## src/design/mcl_pkg.sv

```systemverilog
// Shared types and constants for the controller learn mapper.
// Used by mcl_cell, mcl_match and midi_cc_learn_mapper; depends on nothing.
package mcl_pkg;

  localparam int LAYERS  = 4;
  localparam int TARGETS = 5;
  localparam int SLOTS   = LAYERS * TARGETS;
  localparam int SLOT_W  = $clog2(SLOTS);
  // layer counters and bounds hold values up to LAYERS inclusive
  localparam int LCW     = 4;

  localparam logic [6:0] SUSTAIN_CC = 7'd64;
  localparam logic [6:0] VALUE_MAX  = 7'd127;
  localparam logic [4:0] ANY_CHANNEL = 5'd0;

  typedef enum logic {
    OP_MIDI = 1'b0,
    OP_ARM  = 1'b1
  } op_e;

  typedef enum logic [1:0] {
    ST_IDLE,
    ST_SCAN,
    ST_FLUSH
  } state_e;

  typedef struct packed {
    logic       opcode;
    logic       is_controller;
    logic [6:0] cc_number;
    logic [4:0] channel;
    logic [6:0] cc_value;
    logic       filter_enable;
    logic [2:0] layer;
    logic [2:0] target;
  } in_t;

  typedef struct packed {
    logic [1:0] upd_layer;
    logic [2:0] upd_target;
    logic [6:0] upd_value;
    logic       last;
  } out_t;

  // one learned mapping: unlearned flag, controller number, channel (0 = any)
  typedef struct packed {
    logic       unlearned;
    logic [6:0] cc;
    logic [4:0] chan;
  } entry_t;

  // message held for the duration of a scan
  typedef struct packed {
    logic [6:0] cc;
    logic [4:0] chan;
    logic [6:0] val;
    logic       binary;
  } msg_t;

  localparam entry_t ENTRY_RESET = '{unlearned: 1'b1, cc: 7'd0, chan: ANY_CHANNEL};

endpackage

```

## src/design/mcl_cell.sv

```systemverilog
// One storage cell of the mapping ring: holds a single learned entry.
// Depends on mcl_pkg for the entry type and its reset value.
module mcl_cell (
  input  logic               clk_i,
  input  logic               rst_ni,
  input  logic               shift_i,
  input  mcl_pkg::entry_t    entry_i,
  output mcl_pkg::entry_t    entry_o
);

  mcl_pkg::entry_t entry_q;

  // take the neighbour's entry on every scan step, hold otherwise
  always_ff @(posedge clk_i or negedge rst_ni) begin
    if (!rst_ni) begin
      entry_q <= mcl_pkg::ENTRY_RESET;
    end else if (shift_i) begin
      entry_q <= entry_i;
    end
  end

  assign entry_o = entry_q;

endmodule

```

## src/design/mcl_match.sv

```systemverilog
// Head of the mapping ring: applies a pending capture and tests the entry
// against the current message. Depends on mcl_pkg.
module mcl_match (
  input  mcl_pkg::entry_t entry_i,
  input  logic            capture_i,
  input  logic            in_range_i,
  input  mcl_pkg::msg_t   msg_i,
  output mcl_pkg::entry_t entry_o,
  output logic            hit_o
);

  mcl_pkg::entry_t eff;

  always_comb begin
    eff = entry_i;
    if (capture_i) begin
      eff.unlearned = 1'b0;
      eff.cc        = msg_i.cc;
      eff.chan      = msg_i.chan;
    end
  end

  assign entry_o = eff;

  // binary sustain switches skip entries learned on the sustain controller
  assign hit_o = in_range_i && !eff.unlearned && (eff.cc == msg_i.cc)
              && ((eff.chan == mcl_pkg::ANY_CHANNEL) || (eff.chan == msg_i.chan))
              && !((eff.cc == mcl_pkg::SUSTAIN_CC) && msg_i.binary);

endmodule

```

## src/design/midi_cc_learn_mapper.sv

```systemverilog
// Top level of the controller learn mapper: control, ring of mapping cells.
// Depends on mcl_pkg, mcl_cell and mcl_match.
//
// An item is taken when start is high and busy is low. An arm item (or a
// message that is not a control change) completes in the accepting cycle
// and leaves busy low. A control change starts a scan: the ring of
// LAYERS*TARGETS cells rotates one position per cycle past the head, where a
// pending learn is written and each entry is tested. Results appear on
// res_o with res_valid_o high for exactly one cycle each, in slot order, the
// final one marked by last; the receiver cannot stall them. Each hit is held
// back until the next hit or the end of the scan so that last is known.
// A control change keeps busy high while the ring steps through every position
// and then through the flush state. The last result is on the ports in the
// first cycle with busy low, in which the next item can already be taken.
// The configuration channel (cfg_valid_i, cfg_ready_o, cfg_data_i) writes the
// number of active layers; it is always ready and must be written while idle.
// Reset marks every entry unlearned on any channel, clears the pending
// learn and sets the active layer count to one.
module midi_cc_learn_mapper (
  input  logic               clk_i,
  input  logic               rst_ni,
  input  logic               start,
  output logic               busy,
  input  mcl_pkg::in_t       data_i,
  output logic               res_valid_o,
  output mcl_pkg::out_t      res_o,
  input  logic               cfg_valid_i,
  output logic               cfg_ready_o,
  input  logic [2:0]         cfg_data_i
);

  localparam int SW  = mcl_pkg::SLOT_W;
  localparam int LCW = mcl_pkg::LCW;

  mcl_pkg::state_e state_q, state_d;

  logic [2:0]     active_q;
  logic           armed_q, armed_d;
  logic [SW-1:0]  slot_q, slot_d;
  logic [LCW-1:0] slot_layer_q, slot_layer_d;
  logic           cap_q, cap_d;
  mcl_pkg::msg_t  msg_q, msg_d;
  logic [LCW-1:0] first_q, first_d;
  logic [LCW-1:0] stop_q, stop_d;
  logic [SW-1:0]  cnt_q, cnt_d;
  logic [LCW-1:0] lcnt_q, lcnt_d;
  logic [2:0]     tcnt_q, tcnt_d;
  logic           pend_q, pend_d;
  logic [1:0]     pend_layer_q, pend_layer_d;
  logic [2:0]     pend_target_q, pend_target_d;
  logic           res_valid_q, res_valid_d;
  mcl_pkg::out_t  res_q, res_d;

  logic           accept;
  logic           arm_ok;
  logic           binary;
  logic [LCW-1:0] in_layer;
  logic           shift;
  logic           head_cap;
  logic           in_range;
  logic           hit;

  mcl_pkg::entry_t ring [mcl_pkg::SLOTS];
  mcl_pkg::entry_t head_eff;

  assign accept      = start && !busy;
  assign busy        = (state_q != mcl_pkg::ST_IDLE);
  assign cfg_ready_o = 1'b1;
  assign in_layer    = LCW'(data_i.layer);
  assign arm_ok      = (32'(data_i.layer) < mcl_pkg::LAYERS)
                    && (32'(data_i.target) < mcl_pkg::TARGETS);
  assign binary      = (data_i.cc_number == mcl_pkg::SUSTAIN_CC)
                    && ((data_i.cc_value == 7'd0) || (data_i.cc_value == mcl_pkg::VALUE_MAX));

  assign shift    = (state_q == mcl_pkg::ST_SCAN);
  assign head_cap = cap_q && (cnt_q == slot_q);
  assign in_range = (lcnt_q >= first_q) && (lcnt_q < stop_q);

  // ring of cells: each takes its upper neighbour, the last takes the head
  for (genvar k = 0; k < mcl_pkg::SLOTS; k++) begin : g_cell
    mcl_pkg::entry_t nb;
    if (k == mcl_pkg::SLOTS - 1) begin : g_wrap
      assign nb = head_eff;
    end else begin : g_link
      assign nb = ring[k+1];
    end
    mcl_cell u_cell (
      .clk_i   (clk_i),
      .rst_ni  (rst_ni),
      .shift_i (shift),
      .entry_i (nb),
      .entry_o (ring[k])
    );
  end

  mcl_match u_match (
    .entry_i    (ring[0]),
    .capture_i  (head_cap),
    .in_range_i (in_range),
    .msg_i      (msg_q),
    .entry_o    (head_eff),
    .hit_o      (hit)
  );

  // next state
  always_comb begin
    state_d = state_q;
    unique case (state_q)
      mcl_pkg::ST_IDLE: begin
        if (accept && (data_i.opcode == mcl_pkg::OP_MIDI) && data_i.is_controller) begin
          state_d = mcl_pkg::ST_SCAN;
        end
      end
      mcl_pkg::ST_SCAN: begin
        if (cnt_q == SW'(mcl_pkg::SLOTS - 1)) begin
          state_d = mcl_pkg::ST_FLUSH;
        end
      end
      mcl_pkg::ST_FLUSH: state_d = mcl_pkg::ST_IDLE;
      default:           state_d = mcl_pkg::ST_IDLE;
    endcase
  end

  // datapath and outputs
  always_comb begin
    armed_d       = armed_q;
    slot_d        = slot_q;
    slot_layer_d  = slot_layer_q;
    cap_d         = cap_q;
    msg_d         = msg_q;
    first_d       = first_q;
    stop_d        = stop_q;
    cnt_d         = cnt_q;
    lcnt_d        = lcnt_q;
    tcnt_d        = tcnt_q;
    pend_d        = pend_q;
    pend_layer_d  = pend_layer_q;
    pend_target_d = pend_target_q;
    res_valid_d   = 1'b0;
    res_d         = res_q;

    unique case (state_q)
      mcl_pkg::ST_IDLE: begin
        if (accept) begin
          if (data_i.opcode == mcl_pkg::OP_ARM) begin
            if (arm_ok) begin
              armed_d      = 1'b1;
              slot_d       = SW'(SW'(data_i.layer) * SW'(mcl_pkg::TARGETS)
                                 + SW'(data_i.target));
              slot_layer_d = in_layer;
            end
          end else if (data_i.is_controller) begin
            cap_d = armed_q && !binary
                 && (!data_i.filter_enable || (in_layer == slot_layer_q));
            if (cap_d) begin
              armed_d = 1'b0;
            end
            msg_d.cc     = data_i.cc_number;
            msg_d.chan   = data_i.channel;
            msg_d.val    = data_i.cc_value;
            msg_d.binary = binary;
            if (data_i.filter_enable) begin
              if (32'(data_i.layer) >= mcl_pkg::LAYERS) begin
                first_d = '0;
                stop_d  = '0;
              end else begin
                first_d = in_layer;
                stop_d  = in_layer + LCW'(1);
              end
            end else begin
              first_d = '0;
              stop_d  = (32'(active_q) > mcl_pkg::LAYERS) ? LCW'(mcl_pkg::LAYERS)
                                                          : LCW'(active_q);
            end
            cnt_d  = '0;
            lcnt_d = '0;
            tcnt_d = '0;
            pend_d = 1'b0;
          end
        end
      end
      mcl_pkg::ST_SCAN: begin
        // hold one hit back so the final one can be marked
        if (hit) begin
          if (pend_q) begin
            res_valid_d      = 1'b1;
            res_d.upd_layer  = pend_layer_q;
            res_d.upd_target = pend_target_q;
            res_d.upd_value  = msg_q.val;
            res_d.last       = 1'b0;
          end
          pend_d        = 1'b1;
          pend_layer_d  = lcnt_q[1:0];
          pend_target_d = tcnt_q;
        end
        cnt_d = cnt_q + SW'(1);
        if (tcnt_q == 3'(mcl_pkg::TARGETS - 1)) begin
          tcnt_d = '0;
          lcnt_d = lcnt_q + LCW'(1);
        end else begin
          tcnt_d = tcnt_q + 3'd1;
        end
      end
      mcl_pkg::ST_FLUSH: begin
        if (pend_q) begin
          res_valid_d      = 1'b1;
          res_d.upd_layer  = pend_layer_q;
          res_d.upd_target = pend_target_q;
          res_d.upd_value  = msg_q.val;
          res_d.last       = 1'b1;
        end
        pend_d = 1'b0;
        cap_d  = 1'b0;
      end
      default: begin
        pend_d = 1'b0;
      end
    endcase
  end

  always_ff @(posedge clk_i or negedge rst_ni) begin
    if (!rst_ni) begin
      state_q      <= mcl_pkg::ST_IDLE;
      active_q     <= 3'd1;
      armed_q      <= 1'b0;
      slot_q       <= '0;
      slot_layer_q <= '0;
      cap_q        <= 1'b0;
      cnt_q        <= '0;
      lcnt_q       <= '0;
      tcnt_q       <= '0;
      pend_q       <= 1'b0;
      res_valid_q  <= 1'b0;
    end else begin
      state_q      <= state_d;
      if (cfg_valid_i && cfg_ready_o) begin
        active_q <= cfg_data_i;
      end
      armed_q      <= armed_d;
      slot_q       <= slot_d;
      slot_layer_q <= slot_layer_d;
      cap_q        <= cap_d;
      cnt_q        <= cnt_d;
      lcnt_q       <= lcnt_d;
      tcnt_q       <= tcnt_d;
      pend_q       <= pend_d;
      res_valid_q  <= res_valid_d;
    end
  end

  always_ff @(posedge clk_i) begin
    msg_q         <= msg_d;
    first_q       <= first_d;
    stop_q        <= stop_d;
    pend_layer_q  <= pend_layer_d;
    pend_target_q <= pend_target_d;
    res_q         <= res_d;
  end

  assign res_valid_o = res_valid_q;
  assign res_o       = res_q;

endmodule

```

## config.mk

```make
export PLATFORM = sky130hd
export DESIGN_NAME = midi_cc_learn_mapper
export DESIGN_NICKNAME = d
export VERILOG_FILES = /design/src/design/mcl_pkg.sv /design/src/design/mcl_cell.sv /design/src/design/mcl_match.sv /design/src/design/midi_cc_learn_mapper.sv
export SDC_FILE = /design/constraint.sdc
export NUM_CORES = 1
export LEC_CHECK = 0
export ABC_AREA = 1
export BUFFER_PORTS_ARGS = -buffer_cell sky130_fd_sc_hd__buf_2
export CORE_ASPECT_RATIO = 1.5
export CORE_MARGIN = 3
export CORE_UTILIZATION = 40
export DETAILED_ROUTE_END_ITERATION = 8
export PLACE_DENSITY = 0.68
export SYNTH_ARGS = -nofsm -noshare
export SYNTH_HDL_FRONTEND = slang
export SYNTH_HIERARCHICAL = 1
export SYNTH_SLANG_ARGS = --single-unit
```

## constraint.sdc

```tcl
create_clock -name clk_i -period 4.7 [get_ports clk_i]
set_input_delay 0.47 -clock clk_i [delete_from_list [all_inputs] [get_ports clk_i]]
set_output_delay 0.47 -clock clk_i [all_outputs]
set_load 0.005 [all_outputs]
```

-- Yosys cells after proc, flatten, opt, wreduce, memory -nomap -nowiden
Index checks and enable logic that the tools add are counted.
- register bits: 335
- output and inout bits: 16
- word-level logic and storage cells: 202
- add/subtract/negate cells: 5
- $mul: 1
- order comparisons: 6
- equality and inequality tests: 21
- mux-type cells: 41
- bitwise logic cells: 2
- reduce and logical (&&, ||, !) cells: 42
- operator list (cell ; number):
    13-bit 2-to-1 mux ; 4
    13-bit one-hot mux with 2 select lines ; 1
    4-bit 2-to-1 mux ; 6
    4-bit AND reduction ; 6
    7-bit == test, second input constant ; 3
    2-bit != test, second input constant ; 9
    3-bit 2-to-1 mux ; 5
    5-bit 2-to-1 mux ; 3
    1-bit logical AND ; 14
    1-bit 2-to-1 mux ; 13
    2-bit nonzero test ; 6
    5-bit == test ; 2
    5-bit one-hot mux with 2 select lines ; 1
    5-bit AND reduction ; 2
    4-bit one-hot mux with 2 select lines ; 1
    7-bit == test ; 1
    7-bit logical NOT ; 1
    3-bit less-than comparator, second input constant ; 2
    1-bit one-hot mux with 2 select lines ; 3
    3-bit one-hot mux with 2 select lines ; 1
    5-bit by 1-bit adder with 5-bit output, second input constant ; 1
    5-bit by 3-bit adder with 5-bit output ; 1
    5-bit == test, second input constant ; 1
    1-bit logical NOT ; 5
    21 further kinds ; 26

-- Longest topological paths before layout
Gate-level depths: netlist of the first run.
- depth in word-level cells: 10
- depth in mapped cells: 18

-- Modules after synthesis
Netlist of the first run, hierarchy kept.
- modules (own cells, without submodules) (module ; instances ; cells each ; area each (sq um) ; sequential area each (sq um)):
    mcl_cell ; 20 ; 55 ; 495.5 ; 326.6
    midi_cc_learn_mapper ; 1 ; 308 ; 3379.5 ; 2078.2
    mcl_match ; 1 ; 121 ; 526.8 ; 0.0

-- Worst setup path after synthesis of the first run
No wires, ideal clock.
- path kind: register -> register
- start: register state_q[1]
- end: register res_q (netlist bit res_o[0]) (enable)
- arrival: 3.970 ns
- data required time: 4.313 ns
- slack: 0.343 ns
- cell stages (with the launch flop): 8
- path buffers: 1
- clock period less this slack: 4.357 ns
- cells stage by stage: dfrtp_1 -> inv_1 -> ha_1 -> buf_4 -> nand2_1 -> inv_1 -> o21ai_0 -> a21oi_1
- word-level cells in the longest chain between the ends: 3
- elaborated cells on any way between the ends: 7
- those cells by class: eq/ne (5); reduce/logical (2)
- RTL lines (what ; line ; source):
    start: declaration ; midi_cc_learn_mapper.sv:35 ; mcl_pkg::state_e state_q, state_d;
    start signal: assignment ; midi_cc_learn_mapper.sv:223 ; state_q <= mcl_pkg::ST_IDLE;
    start signal: assignment ; midi_cc_learn_mapper.sv:235 ; state_q <= state_d;
    2-bit by 1-bit == test with 1-bit output / 2-bit == test (equally long branches) ; midi_cc_learn_mapper.sv:142 ; unique case (state_q)
    2-bit != test (no source line) / 2-bit nonzero test (equally long branches) ; -- ;
    4-bit AND reduction (no source line) * ; -- ;
    end signal: assignment ; midi_cc_learn_mapper.sv:257 ; res_q <= res_d;
    end: declaration ; midi_cc_learn_mapper.sv:52 ; mcl_pkg::out_t res_q, res_d;
Mark *: on every way between the ends. The rest lies on a longest branch, timed or not.
A chain may end at the register's enable or synchronous reset.

-- Worst setup path after layout of the first run
- start: register cnt_q[3]
- end: register res_q (netlist bit res_o[3]) (enable)
- word-level cells in the longest chain between the ends: 10
- elaborated cells on any way between the ends: 17
- those cells by class: eq/ne (5); mux (1); reduce/logical (11)
- RTL lines (what ; line ; source):
    start: declaration ; midi_cc_learn_mapper.sv:45 ; logic [SW-1:0] cnt_q, cnt_d;
    start signal: assignment ; midi_cc_learn_mapper.sv:243 ; cnt_q <= cnt_d;
    5-bit == test * ; midi_cc_learn_mapper.sv:76 ; assign head_cap = cap_q && (cnt_q == slot_q);
    1-bit logical AND * ; midi_cc_learn_mapper.sv:76 ;
    named net head_cap ; midi_cc_learn_mapper.sv:59 ; logic head_cap;
    13-bit 2-to-1 mux * ; mcl_match.sv:16 ; if (capture_i) begin
    parallel branches: the longest is 4 deep, another holds 7-bit == test ; -- ;
    1-bit logical AND * ; mcl_match.sv:28 ; && !((eff.cc == mcl_pkg::SUSTAIN_CC) && msg_i.binary);
    named net hit ; midi_cc_learn_mapper.sv:61 ; logic hit;
    2-bit != test (no source line) * ; -- ;
    4-bit AND reduction (no source line) * ; -- ;
Mark *: on every way through the listed nets, which the timed path passes.

==> metrics.yaml, run 1 <==
floorplan:
  die_x_microns: 158
  die_h_microns: 234
  num_io_pins: 51
  initial_core_util: 0.409
  core_area_sq_um: 33800
  num_rows: 82
  dieArea_sq_um: 36900
cells_and_area:
  fill_cells: 3165
  stdcell_count: 2019
  fin_nets: 1635
  syn_to_final_growth_pct: 11.1
  antennaDiodeCount: 0
  drive_gt1_frac: 0.108
logic_synthesis:
  synthCells: 1529
  synth.area.top_cells: "dfrtp_1 49%, nand2_1 24%, edfxtp_1 9.8%, dfstp_2 4.0%, ha_1 2.3%"
  synth_area_leader_cell: "dfrtp_1"
  yosysMostFrequentCell: "nand2_1"
  synth_commonest_cells: "884 x nand2_1, 268 x dfrtp_1, 64 x inv_1"
  synth_top_area_frac: 0.485
  synth-seq-cells: 334
  yosysWarnings: 6
  synth-main-ff-cell: "dfrtp_1"
  synth_edf_count: 45
  netlist_area_sq_um: 13800
  ys_types: 35
  syn_avg_cell_area_sq_um: 9.04
  async_reset_ff_frac: 0.865
  yosysSeqAreaShare: 0.623
drt:
  drt_iter0_drc: 585
  route.detailed.wl_per_inst_microns: 12.9
  drt-total-wl_microns: 26000
  routed_via_density: 4.64
  num_vias: 9370
  drc_errors: 0
  drt_pre_antenna_iters: 4
  postRouteAntennaNets: 0
worst_setup_path:
  crit_chain: "inv_1 > a21boi_0 > nand4_1 > nor4_2 > buf_4 > inv_2 > a21boi_0 > nand2_1 > nor2_1 > nand2_1 > nor2_1 > nand2_1 > nor2_1 > nand2_1 > inv_1 > o21ai_0 > a21oi_1 > buf_4"
  worst-r2r-setup-slack_ns: 1.43
  cp_max_fo: 25
  crit_cells: 18
  end_kind: "flop"
  critPathRequiredTime_ns: 4.92
  timing.rr.end: "res_o[3]$_DFFE_PP_"
  path_common_cell: "nand2_1"
  crit_buf_inv: 5
  path_class: "flop to flop"
  reg2reg_depth: 18
  crit_slowest_cell: "dfrtp_1"
  reg2reg_from: "cnt_q[3]$_DFFE_PN0P_"
  cp-startpoint: "cnt_q[3]$_DFFE_PN0P_"
  critPathTopFamily: "buffers and inverters"
  crit_path_start_kind: "flop"
  max_stage_delay_ns: 0.39
  cp_data_arrival_time_ns: 3.49
power:
  ir_drop_v: 0.000265
  p_leak_nw: 8.43
  p_per_area_nw_per_um2: 481
sta:
  hold_viol: 0
  max-slew-margin-rel: 0.274
  finalCriticalPeriod_ns: 3.27
  fmax_ghz: 0.306
  hold-worst-slack_ns: 0.00465
  post-route-period-util: 0.696
  drv_slew: 0
  tightest_slew_ns: 1.09
  rsz0062_at_grt: "no"
  setup_violations: 0
  finClkSkew_ns: 0.0231
  setup_tns_ns: 0
clocking:
  post_cts_resize_count: 0
  clk_path_buf_depth: 3
  cts_tree: "yes"
  htreeDepth: 2
  clkLatencyLatePin_ns: 0.51
  clk_pin_slew_worst_paths_ns: 0.06
  postCtsHoldBufs: 0
  clockRootBuffer: "clkbuf_16"
  post_cts_buffers: 0
  cts_made_buffers: 34
  cts.sinks: 334
run_status:
  status: "complete, no violations"
global_route:
  grt_pass1_wl_microns: 45100
  antenna_found_initial: 0
  grt_max_degree: 145
  grt_overflow_total: 0
  grt_pass1_vias: 9264
  grt_usage: 0.148
placed_design:
  port_buffers: 49
  gp_congestion: 0.806
  dp_hpwl_microns: 17200
  dp.cells: 1958
worst_hold_path:
  hold_path.class: "primary input to asynchronous set/reset pin"
run:
  drv_cap: 0
cell type report:
cell class / count / area, sq um / area share
multi-input cells: 1058 / 4460 / 0.290
repair buffers: 57 / 340 / 0.0222
flip-flops and latches: 334 / 8610 / 0.561
inverters: 89 / 334 / 0.0218
clock buffers: 44 / 980 / 0.0638
clock inverters: 17 / 106 / 0.00693
well taps: 420 / 526 / 0.0342
worst reg2reg max path, cell delays in order, from the launching register on:
cell and delay, ns:
dfrtp_1 0.39, inv_1 0.10, a21boi_0 0.18, nand4_1 0.12, nor4_2 0.14, buf_4 0.27, inv_2 0.21, a21boi_0 0.22
nand2_1 0.07, nor2_1 0.08, nand2_1 0.05, nor2_1 0.08, nand2_1 0.06, nor2_1 0.12, nand2_1 0.11, inv_1 0.22
o21ai_0 0.16, a21oi_1 0.16, buf_4 0.23
registers in the layout (all words and copies together), names as in the netlist, 4 cells and up:
name / flops
cnt_q: 5
lcnt_q: 4
slot_q: 5
g_cell.u_cell/entry_o: 260
stop_q: 4
msg_q: 20
res_o: 13
metal layers:
metal / routed length [microns] / up-vias / part of all wire / global-route usage
li1: - / 4771 / - / -
met1: 11200 / 4408 / 0.43 / 0.189
met2: 13100 / 144 / 0.50 / 0.250
met3: 841 / 47 / 0.032 / 0.0245
met4: 844 / 0 / 0.033 / 0.0586
met5: 0 / - / 0 / 0
through the flow:
stage / instance area, sq um / util / worst slack [ns] / power, mW
after global routing: 15400 / 0.455 / 1.03 / 7.82
after detailed placement: 14300 / 0.423 / 1.41 / 4.87
final: 15400 / 0.455 / 1.43 / 7.38
after global placement: 14300 / 0.423 / 1.57 / 4.84
after CTS: 15400 / 0.455 / 1.42 / 7.49
after floorplan: 13800 / - / 0.343 / 4.71
kinds of logic (layout without fill, tap and decap cells):
logic type | count (synthesis) | count (layout) | share of synthesized area
flip-flops | 334 | 334 | 0.623
buffers and inverters | 138 | 207 | 0.0558
AND/OR/NAND/NOR | 969 | 969 | 0.270
other | 2 | 3 | 0.000544
adder cells (fa/ha/maj) | 26 | 26 | 0.0241
AO/OA/AOI/OAI | 50 | 50 | 0.0195
XOR/XNOR | 9 | 9 | 0.00571
multiplexers | 1 | 1 | 0.000815
power breakdown:
part / switching, mW / leakage [nW] / internal, mW
combinational: 1.19 / 3.55 / 0.335
sequential: 0.133 / 4.34 / 3.13
clock: 1.11 / 0.549 / 1.48
total: 2.43 / 8.43 / 4.95
how the worst max path moves through the flow:
stage / slack (ns) / endpoint
2_1_floorplan: 0.34 / res_o[0]$_DFFE_PP_
3_3_place_gp: 1.57 / res_o[1]$_DFFE_PP_
3_5_place_dp: 1.41 / res_o[3]$_DFFE_PP_
4_1_cts: 1.42 / res_o[8]$_DFFE_PP_
5_1_grt: 1.03 / res_o[8]$_DFFE_PP_
6_report: 1.43 / res_o[3]$_DFFE_PP_
cells in the final DEF (no fill, tap or decap), types with 2 or more instances in the layout:
cell type,n
nor2_1,38
inv_2,25
nand3b_1,3
buf_4,6
a21boi_0,2
clkinv_4,2
edfxtp_1,45
dfrtp_1,268
o21ai_0,32
inv_6,3
buf_2,48
o21ai_1,3
conb_1,3
clkbuf_8,7
nand3_1,29
dfstp_2,21
clkbuf_16,35
inv_1,64
clkbuf_1,2
nand2_1,884
ha_1,24
a21oi_1,8
nand4_1,8
xor2_1,8
buf_12,2
clkinv_2,11
nor2_4,2
No activity file was read; power rests on OpenSTA's default activity.
==> inputs of run 2 (changes only) <==
==> constraint.sdc (replaced) <==
create_clock -name clk_i -period 3 [get_ports clk_i]
set_input_delay 0.3 -clock clk_i [delete_from_list [all_inputs] [get_ports clk_i]]
set_output_delay 0.3 -clock clk_i [all_outputs]
set_load 0.005 [all_outputs]
==> metrics.yaml, run 2 (synthesis gave the netlist of run 1 again) <==
worst_hold_path:
  hold_path.class: "primary input to flop"
  holdPathEnd: "active_q[2]$_DFFE_PN0P_"
  hold_depth: 2
  min_from: "cfg_valid_i"
worst_setup_path:
  cp-startpoint: "slot_q[0]$_DFFE_PN0P_"
  crit_path_start_kind: "flop"
  cp_max_fo: 13
  critPathTopFamily: "simple AND/OR/NAND/NOR gates"
  crit_buf_inv: 4
  crit_slowest_cell: "dfrtp_1"
  cp_data_arrival_time_ns: 3.07
  critPathRequiredTime_ns: 3.29
  max_stage_delay_ns: 0.39
  timing.rr.end: "res_o[6]$_DFFE_PP_"
  path_class: "flop to flop"
  path_common_cell: "nor2_1"
  reg2reg_from: "slot_q[0]$_DFFE_PN0P_"
  worst-r2r-setup-slack_ns: 0.22
  end_kind: "flop"
  crit_chain: "or2_2 > nand4_1 > nor4_4 > buf_4 > buf_4 > o21ai_0 > nor2_1 > nand2_1 > nor2_1 > nor2_1 > nor2_2 > nand2_1 > inv_2 > o21ai_1 > a21oi_4 > buf_12"
  reg2reg_depth: 16
cells_and_area:
  fin_util: 0.469
  drive_gt1_frac: 0.115
  layout_commonest_cell: "nand2_1"
  syn_to_final_growth_pct: 14.7
  fin_nets: 1678
  stdcell_count: 2063
  fill_cells: 3142
  final_cell_mix: "884 x nand2_1, 268 x dfrtp_1, 62 x inv_1, 48 x buf_2, 45 x edfxtp_1"
  largest_register_ffs: 260
  antennaDiodeCount: 0
sta:
  finClkSkew_ns: 0.0138
  hold_viol: 0
  fmax_ghz: 0.359
  hold-worst-slack_ns: 0.0327
  finalCriticalPeriod_ns: 2.78
  tightest_slew_ns: 0.794
  drv_slew: 0
  rsz0062_at_grt: "no"
  setup_violations: 0
  post-route-period-util: 0.928
  finalWorstSetupSlack_ns: 0.217
  max-slew-margin-rel: 0.471
placed_design:
  dp.cells: 1972
  dp_hpwl_microns: 18700
  port_buffers: 49
  gp_congestion: 0.885
  place_ws_ns: -0.0466
power:
  p_per_area_nw_per_um2: 748
  p_leak_nw: 8.63
  ir_drop_v: 0.000522
  power.total_mw: 11.8
clocking:
  clkLatencyLatePin_ns: 0.52
  cts_made_buffers: 34
  htreeDepth: 2
  clk_path_buf_depth: 3
  cts.sinks: 334
  cts_tree: "yes"
  clockRootBuffer: "clkbuf_16"
  clk_pin_slew_worst_paths_ns: 0.06
floorplan:
  dieArea_sq_um: 36900
  core_area_sq_um: 33800
  num_io_pins: 51
  die_x_microns: 158
  die_h_microns: 234
  initial_core_util: 0.409
  num_rows: 82
drt:
  num_vias: 9710
  route.detailed.wl_per_inst_microns: 13.6
  drt_pre_antenna_iters: 5
  drt-total-wl_microns: 28000
  routed_via_density: 4.71
  drt_iter0_drc: 765
  postRouteAntennaNets: 0
  drc_errors: 0
global_route:
  grt_pass1_vias: 9684
  antenna_found_initial: 0
  grt_overflow_total: 0
  grt_max_degree: 97
  grt_pass1_wl_microns: 47000
  grt_usage: 0.157
run:
  drv_cap: 0
run_status:
  status: "complete, no violations"
==> run 2: cell types whose count changed in the layout (fill, tap and decap cells not counted), sizes merged <==
cell	delta
clkinvlp	+2
bufinv	+2
dlygate4sd3	+24
clkinv	-5
buf	+18
clkbuf	+3
==> run 2: layout make-up <==
type	count	area, sq um	share of cell area
flip-flops and latches	334	8610	0.543
repair inverters	1	7.51	0.000474
clock inverters	15	146	0.00924
inverters	89	334	0.0211
repair buffers	99	778	0.0491
clock buffers	47	960	0.0606
well taps	420	526	0.0332
multi-input cells	1058	4480	0.283
==> run 2: how the worst max path moves through the flow <==
stage / end / slack [ns] / cells past startpoint
finish: res_o[6]$_DFFE_PP_ / 0.22 / 16
global route: res_o[3]$_DFFE_PP_ / 0.006 / 19
CTS: res_o[2]$_DFFE_PP_ / 0.04 / 18
detailed placement: res_o[3]$_DFFE_PP_ / -0.05 / 17
global placement: res_o[7]$_DFFE_PP_ / 0.04 / 17
floorplan: res_o[0]$_DFFE_PP_ / 0.004 / 16
==> run 2: stage by stage <==
step | area (sq um) | TNS, ns
2_1_floorplan | 13800 | 0
3_3_place_gp | 14400 | 0
3_5_place_dp | 14400 | -0.601
4_1_cts | 15800 | 0
5_1_grt | 15800 | 0
6_report | 15800 | 0
==> run 2: repair_timing <==
action	in CTS	in global routing
hold endpoints to repair	105	0
hold buffers	24	0
cloned	1	0
pin swaps	3	2
buffers inserted	3	1
setup endpoints to repair	13	13
resized for setup	4	5
==> run 2: per-layer routing <==
metal  vias to the layer above  global-route usage  wire, microns  share of wire
met2                       160               0.286          14700           0.53
met1                      4614               0.178          11300           0.40
met4                         0              0.0681           1090          0.039
met3                        69              0.0269            912          0.033
met5                         -                   0              0              0
li1                       4867                   -              -              -
==> run 2: power by group <==
part           leakage, nW  switching [mW]  internal, mW  total (mW)
sequential            4.34           0.192          4.91        5.10
clock                0.540            1.74          2.43        4.17
combinational         3.76            1.94         0.636        2.58
==> inputs of run 3 (changes only) <==
--- a/config.mk
+++ b/config.mk
@@ -10,6 +10,7 @@
 export CORE_ASPECT_RATIO = 1.5
 export CORE_MARGIN = 3
 export CORE_UTILIZATION = 40
+export CTS_BUF_LIST = sky130_fd_sc_hd__clkbuf_4 sky130_fd_sc_hd__clkbuf_8
 export DETAILED_ROUTE_END_ITERATION = 8
 export PLACE_DENSITY = 0.68
 export SYNTH_ARGS = -nofsm -noshare
==> metrics.yaml, run 3 (synthesis gave the netlist of run 1 again) <==
run_status:
  status: "complete, no violations"
power:
  p_per_area_nw_per_um2: 727
  power.total_mw: 11.5
  p_leak_nw: 8.67
  ir_drop_v: 0.000475
cells_and_area:
  fill_cells: 3141
  fin_util: 0.470
  final_cell_mix: "884 x nand2_1, 267 x dfrtp_1, 63 x clkbuf_8, 62 x inv_1, 48 x buf_2"
  layout_commonest_cell: "nand2_1"
  syn_to_final_growth_pct: 14.7
  regArea_sq_um: 8610
  antennaDiodeCount: 0
  multi_input_area_sq_um: 4500
  drive_gt1_frac: 0.136
  fin_nets: 1699
  largest_register_ffs: 260
global_route:
  grt_usage: 0.158
  grt_overflow_total: 0
  grt_max_degree: 97
  antenna_found_initial: 0
  grt_pass1_wl_microns: 47700
  grt_pass1_vias: 9912
worst_setup_path:
  crit_cells: 14
  crit_buf_inv: 4
  end_kind: "flop"
  cp_max_fo: 13
  critPathTopFamily: "simple AND/OR/NAND/NOR gates"
  critPathRequiredTime_ns: 3.27
  cp_data_arrival_time_ns: 3.11
  crit_chain: "xor2_2 > nor4_4 > buf_4 > buf_4 > o21ai_0 > nor2_1 > nand2_1 > nor2_1 > nor2_1 > nor2_2 > nand2_1 > buf_4 > a21oi_4 > buf_12"
  crit_slowest_cell: "dfrtp_2"
  crit_path_start_kind: "flop"
  worst-r2r-setup-slack_ns: 0.17
  reg2reg_depth: 14
  max_stage_delay_ns: 0.45
  path_class: "flop to flop"
floorplan:
  initial_core_util: 0.409
  die_h_microns: 234
  die_x_microns: 158
  dieArea_sq_um: 36900
  core_area_sq_um: 33800
  num_io_pins: 51
  num_rows: 82
sta:
  finalWorstSetupSlack_ns: 0.167
  finClkSkew_ns: 0.0352
  post-route-period-util: 0.944
  fmax_ghz: 0.353
  drv_slew: 0
  hold_viol: 0
  hold-worst-slack_ns: 0.0920
  setup_violations: 0
  setup_tns_ns: 0
  tightest_slew_ns: 0.791
  max-slew-margin-rel: 0.472
  rsz0062_at_grt: "no"
  finalCriticalPeriod_ns: 2.83
clocking:
  clkLatencyLatePin_ns: 0.60
  clk_pin_slew_worst_paths_ns: 0.07
  clk_path_buf_depth: 3
  cts_tree: "yes"
  cts.sinks: 334
  htreeDepth: 2
  clockRootBuffer: "clkbuf_8"
  cts_made_buffers: 51
worst_hold_path:
  hold_path.class: "primary input to flop"
  hold_depth: 4
drt:
  num_vias: 9894
  drc_errors: 0
  drt_pre_antenna_iters: 5
  drt_iter0_drc: 686
  routed_via_density: 4.72
  postRouteAntennaNets: 0
  drt-total-wl_microns: 28400
  route.detailed.wl_per_inst_microns: 13.5
placed_design:
  port_buffers: 49
  dp_hpwl_microns: 18700
  place_ws_ns: -0.0466
  gp_congestion: 0.885
run:
  drv_cap: 0
==> run 3: changes by cell type in the layout (fill, tap and decap cells not counted), moves of 3 or more <==
cell,delta
clkbuf_8,+57
clkbuf_1,-7
dlygate4sd3_1,+4
clkinv_2,+3
clkbuf_16,-34
clkbuf_4,+14
==> run 3: what timing repair did <==
item / in CTS / in global routing
hold buffers: 28 / 0
endpoints found under the setup margin: 13 / 19
cloned: 1 / 0
endpoints found under the hold margin: 105 / 0
buffers inserted: 3 / 1
pin swaps: 3 / 4
resized for setup: 3 / 10
==> run 3: tightest hold or removal path: stages <==
cell and delay (ns):
buf_2 0.09, ha_1 0.13, nand2_1 0.05, nand2_1 0.05
==> run 3: final timing paths <==
check	to	start
max	res_o[2]$_DFFE_PP_	cnt_q[4]$_DFFE_PN0P_
min	slot_q[0]$_DFFE_PN0P_	data_i[0]
max reg2reg	res_o[2]$_DFFE_PP_	cnt_q[4]$_DFFE_PN0P_
min reg2reg	res_o[3]$_DFFE_PP_	msg_q[3]$_DFFE_PP_
max in group asynchronous	g_cell[4].u_cell/entry_o[12]$_DFFE_PN1P_	rst_ni
min in group asynchronous	g_cell[11].u_cell/entry_o[5]$_DFFE_PN0P_	rst_ni
==> run 3: layout make-up <==
type,instances,share of cell area
clock inverter,14,0.00529
multi-input combinational,1058,0.284
inverter,89,0.0211
timing repair inverter,1,0.000474
clock buffer,77,0.0613
sequential,334,0.543
tap,420,0.0332
timing repair buffer,103,0.0519
==> run 3: per-layer routing <==
layer / vias to the layer above / part of all wire / GRT usage
li1: 4917 / - / -
met4: 0 / 0.038 / 0.0670
met1: 4719 / 0.40 / 0.178
met5: - / 0 / 0
met2: 181 / 0.53 / 0.289
met3: 77 / 0.033 / 0.0289
==> run 3: where the power goes <==
| part | internal [mW] | total [mW] | leakage, nW | switching (mW) |
|---|---|---|---|---|
| Combinational | 0.643 | 2.59 | 3.77 | 1.95 |
| Sequential | 4.91 | 5.10 | 4.34 | 0.196 |
| Clock | 2.08 | 3.83 | 0.562 | 1.75 |
==> run 3: stage by stage <==
stage / cells / area [sq um]
2_1_floorplan: 1530 / 13800
3_3_place_gp: 1972 / 14400
3_5_place_dp: 1972 / 14400
4_1_cts: 2095 / 15800
5_1_grt: 2096 / 15900
6_report: 2096 / 15900
